[src/rtl/esc_pkg.sv]
// Shared types and constants of the environmental sensor compensation unit.
`timescale 1ns / 1ps
`default_nettype none

package esc_pkg;

  // Widths of the configuration write channel
  localparam int unsigned CfgIdxW  = 3;
  localparam int unsigned CfgDataW = 56;

  // Widths of the measurement and result fields
  localparam int unsigned RawTempW  = 20;
  localparam int unsigned RawPresW  = 20;
  localparam int unsigned RawHumW   = 16;
  localparam int unsigned TempOutW  = 16;
  localparam int unsigned PresOutW  = 24;
  localparam int unsigned HumOutW   = 17;

  // Calibration register indexes
  typedef enum logic [CfgIdxW-1:0] {
    REG_TEMP_CAL  = 3'd0,
    REG_PRES_CAL_A = 3'd1,
    REG_PRES_CAL_B = 3'd2,
    REG_PRES_CAL_C = 3'd3,
    REG_HUM_CAL_A  = 3'd4,
    REG_HUM_CAL_B  = 3'd5
  } esc_reg_e;

  // Calibration words, each extended to the 32-bit working width
  typedef struct packed {
    logic signed [31:0] t1;
    logic signed [31:0] t2;
    logic signed [31:0] t3;
    logic signed [31:0] p1;
    logic signed [31:0] p2;
    logic signed [31:0] p3;
    logic signed [31:0] p4;
    logic signed [31:0] p5;
    logic signed [31:0] p6;
    logic signed [31:0] p7;
    logic signed [31:0] p8;
    logic signed [31:0] p9;
    logic signed [31:0] p10;
    logic signed [31:0] h1;
    logic signed [31:0] h2;
    logic signed [31:0] h3;
    logic signed [31:0] h4;
    logic signed [31:0] h5;
    logic signed [31:0] h6;
    logic signed [31:0] h7;
  } cal_t;

endpackage

`default_nettype wire

[src/rtl/esc_if.sv]
// Valid/ready channel interfaces: measurements, results and calibration writes.
`timescale 1ns / 1ps
`default_nettype none


interface esc_cfg_if;
  logic                         valid;
  logic                         ready;
  logic [esc_pkg::CfgIdxW-1:0]  index;
  logic [esc_pkg::CfgDataW-1:0] data;

  modport source (output valid, index, data, input ready);
  modport sink   (input valid, index, data, output ready);
endinterface

`default_nettype wire

[src/rtl/esc_cfg_regs.sv]
// Calibration registers and unpacking of the calibration words.
`timescale 1ns / 1ps
`default_nettype none

module esc_cfg_regs (
  input  wire logic  clk_i,
  input  wire logic  rst_ni,
  esc_cfg_if.sink    cfg_i,
  output esc_pkg::cal_t cal_o
);

  logic [39:0] temp_q;
  logic [55:0] pres_a_q;
  logic [47:0] pres_b_q;
  logic [23:0] pres_c_q;
  logic [47:0] hum_a_q;
  logic [15:0] hum_b_q;

  // Writes always complete; unknown indexes are dropped
  assign cfg_i.ready = 1'b1;

  always_ff @(posedge clk_i or negedge rst_ni) begin
    if (!rst_ni) begin
      temp_q   <= '0;
      pres_a_q <= '0;
      pres_b_q <= '0;
      pres_c_q <= '0;
      hum_a_q  <= '0;
      hum_b_q  <= '0;
    end else if (cfg_i.valid) begin
      case (cfg_i.index)
        esc_pkg::REG_TEMP_CAL:   temp_q   <= cfg_i.data[39:0];
        esc_pkg::REG_PRES_CAL_A: pres_a_q <= cfg_i.data[55:0];
        esc_pkg::REG_PRES_CAL_B: pres_b_q <= cfg_i.data[47:0];
        esc_pkg::REG_PRES_CAL_C: pres_c_q <= cfg_i.data[23:0];
        esc_pkg::REG_HUM_CAL_A:  hum_a_q  <= cfg_i.data[47:0];
        esc_pkg::REG_HUM_CAL_B:  hum_b_q  <= cfg_i.data[15:0];
        default: ;
      endcase
    end
  end

  // Field unpacking: unsigned words zero-extend, signed words sign-extend
  always_comb begin
    cal_o.t1  = {16'd0, temp_q[15:0]};
    cal_o.t2  = {{16{temp_q[31]}}, temp_q[31:16]};
    cal_o.t3  = {{24{temp_q[39]}}, temp_q[39:32]};
    cal_o.p1  = {16'd0, pres_a_q[15:0]};
    cal_o.p2  = {{16{pres_a_q[31]}}, pres_a_q[31:16]};
    cal_o.p3  = {{24{pres_a_q[39]}}, pres_a_q[39:32]};
    cal_o.p4  = {{16{pres_a_q[55]}}, pres_a_q[55:40]};
    cal_o.p5  = {{16{pres_b_q[15]}}, pres_b_q[15:0]};
    cal_o.p6  = {{24{pres_b_q[23]}}, pres_b_q[23:16]};
    cal_o.p7  = {{24{pres_b_q[31]}}, pres_b_q[31:24]};
    cal_o.p8  = {{16{pres_b_q[47]}}, pres_b_q[47:32]};
    cal_o.p9  = {{16{pres_c_q[15]}}, pres_c_q[15:0]};
    cal_o.p10 = {24'd0, pres_c_q[23:16]};
    cal_o.h1  = {20'd0, hum_a_q[11:0]};
    cal_o.h2  = {20'd0, hum_a_q[23:12]};
    cal_o.h3  = {{24{hum_a_q[31]}}, hum_a_q[31:24]};
    cal_o.h4  = {{24{hum_a_q[39]}}, hum_a_q[39:32]};
    cal_o.h5  = {{24{hum_a_q[47]}}, hum_a_q[47:40]};
    cal_o.h6  = {24'd0, hum_b_q[7:0]};
    cal_o.h7  = {{24{hum_b_q[15]}}, hum_b_q[15:8]};
  end

endmodule

`default_nettype wire

[src/flat_wrapper.sv]
// flat-port wrapper written by rule: the top's interface ports become plain ports
module esc_cfg_regs_flat 
  (clk_i, rst_ni, cal_o, cfg_i_valid, cfg_i_index, cfg_i_data, cfg_i_ready);
  esc_cfg_if cfg_i_i ();
  input  wire logic clk_i;
  input  wire logic rst_ni;
  output esc_pkg::cal_t cal_o;
  input wire logic [$bits(cfg_i_i.valid)-1:0] cfg_i_valid;
  input wire logic [$bits(cfg_i_i.index)-1:0] cfg_i_index;
  input wire logic [$bits(cfg_i_i.data)-1:0] cfg_i_data;
  output wire logic [$bits(cfg_i_i.ready)-1:0] cfg_i_ready;
  assign cfg_i_i.valid = cfg_i_valid;
  assign cfg_i_i.index = cfg_i_index;
  assign cfg_i_i.data = cfg_i_data;
  assign cfg_i_ready = cfg_i_i.ready;
  esc_cfg_regs u_core (.clk_i(clk_i), .rst_ni(rst_ni), .cfg_i(cfg_i_i), .cal_o(cal_o));
endmodule
[config.mk]
export PLATFORM = sky130hd
export DESIGN_NAME = esc_cfg_regs_flat
export DESIGN_NICKNAME = d
export VERILOG_FILES = /design/src/rtl/esc_pkg.sv /design/src/rtl/esc_if.sv /design/src/rtl/esc_cfg_regs.sv /design/src/flat_wrapper.sv
export SDC_FILE = /design/constraint.sdc
export NUM_CORES = 1
export LEC_CHECK = 0
export BUFFER_PORTS_ARGS = -buffer_cell sky130_fd_sc_hd__buf_2
export CAP_MARGIN = 30
export CORE_AREA = 2 2 275 277
export DETAILED_ROUTE_END_ITERATION = 7
export DIE_AREA = 0 0 277 279
export PLACE_DENSITY = 0.33
export SLEW_MARGIN = 20
export SYNTH_ARGS = -nofsm -noshare
export SYNTH_HDL_FRONTEND = slang
export SYNTH_SLANG_ARGS = --single-unit
[constraint.sdc]
create_clock -name clk_i -period 3.5 [get_ports clk_i]
set_clock_uncertainty 0.05 [all_clocks]
set_input_delay 0.7 -clock clk_i [delete_from_list [all_inputs] [get_ports clk_i]]
set_output_delay 0.7 -clock clk_i [all_outputs]
set_load 0.02 [all_outputs]
Word level (Yosys, flattened, before mapping)
Cells that the tools add are included.
Widths: inputs -> output; s select.
- input bits: 62
- logic and storage cells: 18
- flip-flop bits (word level): 232
- output and inout port bits: 641
- eq/ne operators: 5
- reduce and logical (&&, ||, !) cells: 7
- operators by type and width (kind ; number):
    $reduce_and 2->1 ; 6
    $eq 3x2->1 const B ; 2
    $eq 3x3->1 const B ; 2
    $eq 3x1->1 const B ; 1
    $logic_not 3->1 ; 1

Longest topological paths before layout
- depth after elaboration: 2
- mapped depth: 4

Worst setup path before layout
Ideal clock, no wire load.
- path type: register to output
- from: register u_core.hum_a_q[39]
- to: output cal_o[104] (netlist bit)
- arrival: 1.043 ns
- slack: 1.707 ns
- path buffers: 1
- required time: 2.750 ns
- cell stages (with the launch flop): 2
- path through: dfrtp_1 buf_4
- RTL lines (what ; RTL line ; text):
    from (decl) ; esc_cfg_regs.sv:16 ; logic [47:0] hum_a_q;
    from (signal assigned) ; esc_cfg_regs.sv:36 ; esc_pkg::REG_HUM_CAL_A: hum_a_q <= cfg_i.data[47:0];
    to (decl) ; flat_wrapper.sv:7 ; output esc_pkg::cal_t cal_o;
No word-level cell between the ends.

Worst setup path after layout
- from: register u_core.hum_b_q[15]
- to: output cal_o[22] (netlist bit)
- RTL lines (what ; RTL line ; text):
    from (decl) ; esc_cfg_regs.sv:17 ; logic [15:0] hum_b_q;
    from (signal assigned) ; esc_cfg_regs.sv:37 ; esc_pkg::REG_HUM_CAL_B: hum_b_q <= cfg_i.data[15:0];
No word-level cell between the ends.

==> flow_summary.toml <==
[run_status]
status = "complete, no violations"

[final_layout]
final_util_pct = 19.77
drive_gt1_share_pct = 71.03
finalNetCount = 1277
syn_to_final_growth_pct = 21.08

[drt]
first_pass_iters = 4
vias_per_cell = 3.102
dr.first_iter.drc_count = 164
ant_nets = 0
wl_per_cell_um = 14.76
drc = 0
route.vias.total = 6853
wl_um = 32610

[die]
initial_core_util_pct = 16.33
coreArea_um2 = 74070
chipWidth_um = 277
io_pins = 703
die-area_um2 = 77280
die_h_um = 279
rows = 100

[power]
vdd_ir_drop_max_uv = 334.5
clkPwrFrac_pct = 29.4
switching_power_w = 0.004395
p_int_w = 0.006745
comb_power_share_pct = 37.3
powerDensity_nw_per_um2 = 760.6
swShare_pct = 39.45
pwr-share-seq_pct = 33.3
p_leak_nw = 7.395

[worst_setup_path]
worstPathCellList = "buf_2"
cp_data_arrival_time_ps = 1590
cp_slowest_cell = "dfrtp_1"
slowest_delay_ps = 700
crit_path_max_fanout = 26
critPathKind = "flip-flop to primary output"
end_kind = "primary output"
startpoint_type = "flip-flop"
cp.required_ps = 2750
critPathTopFamily = "flip-flops"
cp_num_buf_inv = 1

[clocking]
ctsHoldBuffers = 0
cts_resized = 0
clkSinkCount = 232
path_clk_slew_ps = 60
cts-htree-levels = 1
cts_tree = "yes"
insertion_delay_ps = 610
cts-root-buf = "clkbuf_16"
clockBufferDepth = 3
cts_setup_buffers = 0
cts_buffers = 30

[grt]
gr-total-overflow = 0
grt_pass1_wl_um = 46780
grt_pass1_vias = 6662
grt_max_degree = 80
antenna_found_initial = 4
grtUsageTotal_pct = 7.919

[yosys]
synth_area_per_cell_um2 = 13.38
netlist.area_leader.share_pct = 47.99
yosysMostFrequentCell = "buf_4"
synthTopCellsByArea = "dfrtp_1, buf_4, mux2_2, mux2_4, buf_6"
synthTopCellsByCount = "buf_4, dfrtp_1, mux2_2"
ys_async_sr_fraction_pct = 100.0
synth_cell_type_count = 12
synth_edf_count = 0
ys_ff_latch = 232
synthFlopType = "dfrtp_1"
yosysTopAreaCell = "dfrtp_1"
syn-cell-area_um2 = 12100
seq_area_frac_synth_pct = 47.99
ys_warn_count = 0
synthCells = 904

[timing]
rsz0062_at_grt = "false"
worst_slack_ps = 1157
fin_tns_setup_ps = 0
fin_crit_ps = 2343
fmax_mhz = 426.8
worstMarginPinSlew_ps = 818.1
fin_crit_sh_pct = 66.94
slew_violations = 0
setup_viol = 0
final_hold_viol_count = 0
slew_headroom_pct = 45.46

[placement]
hpwl_um = 23210
portBuffers = 581
place_ws_ps = 935.9
gp_congestion = 0.6761

[hold_path]
holdCritPathClass = "input pin to async pin"

[run]
cap_violations = 0
## power by group through the flow
stage                     clock network (W)  registers, W  logic (W)
after floorplan                           0       0.00449    0.00293
after global placement                    0       0.00375    0.00425
after detailed placement                  0       0.00376    0.00423
after CTS                           0.00344       0.00373    0.00423
after global routing                0.00354       0.00383    0.00439
final                               0.00328       0.00371    0.00416
## sequential cells by signal, summed over array words and instances (netlist names)
register         cells
u_core.pres_a_q     56
u_core.hum_a_q      48
u_core.pres_b_q     48
u_core.temp_q       40
u_core.pres_c_q     24
u_core.hum_b_q      16
## worst paths after layout
kind	from	to	slack [ps]	cells after the start
worst max-delay path	u_core.hum_b_q[15]	cal_o[22]	1160	1
worst min-delay path	rst_ni	u_core.pres_b_q[11]	40	1
worst max register to register	u_core.hum_b_q[15]	u_core.hum_b_q[15]	2390	1
worst min register to register	u_core.temp_q[3]	u_core.temp_q[3]	430	1
max in group asynchronous	rst_ni	u_core.pres_a_q[35]	2510	2
min in group clk_i	cfg_i_data[55]	u_core.pres_a_q[55]	270	2
## placed cells by master (no fill, tap or decap)
cell,instances
clkinv_2,8
nor4b_4,1
buf_2,580
clkbuf_16,30
conb_1,121
mux2_4,80
mux2_2,149
buf_8,1
and4bb_4,3
bufinv_16,3
diode_2,1
dfrtp_1,232
clkbuf_8,10
mux2_1,3
buf_12,7
buf_4,4
clkinv_4,1
nand4b_2,2
clkbuf_1,3
clkinv_16,1
## stage by stage
| step | area, um2 | cells | hold slack, ps | total power (W) |
|---|---|---|---|---|
| floorplan | 12540 | 1023 | 354.4 | 0.007423 |
| global route | 14640 | 2208 | 75.82 | 0.01176 |
| finish | 14650 | 2209 | 40.28 | 0.01114 |
| detailed placement | 13580 | 2152 | 426.7 | 0.007990 |
| CTS | 14640 | 2208 | 36.75 | 0.01140 |
| global placement | 13580 | 2152 | 418.8 | 0.007998 |
## kinds of logic (layout without fill, tap and decap cells)
| logic type | after synthesis | in the layout | synth area share (%) |
|---|---|---|---|
| DFF | 232 | 232 | 47.99 |
| buffers and inverters | 432 | 648 | 27.11 |
| other | 2 | 122 | 0.06208 |
| muxes | 232 | 232 | 24.08 |
| and+or+nand+nor | 6 | 6 | 0.7551 |
## layout make-up
cell class	instances	area (um2)
Fill cell	8123	59420
Multi-Input combinational cell	359	3470
Tap cell	969	1212
Clock inverter	13	168.9
Antenna cell	1	2.502
Timing Repair Buffer	592	3088
Sequential cell	232	5806
Clock buffer	43	899.6
## layer usage
| layer | track usage [%] | share of wire (%) | up-vias |
|---|---|---|---|
| met5 | 0 | 0.040 | - |
| met4 | 2.341 | 2.9 | 2 |
| met2 | 12.91 | 47 | 362 |
| li1 | - | - | 3088 |
| met3 | 2.862 | 8.7 | 41 |
| met1 | 9.768 | 41 | 3360 |
(Power assumes the default switching activity.)
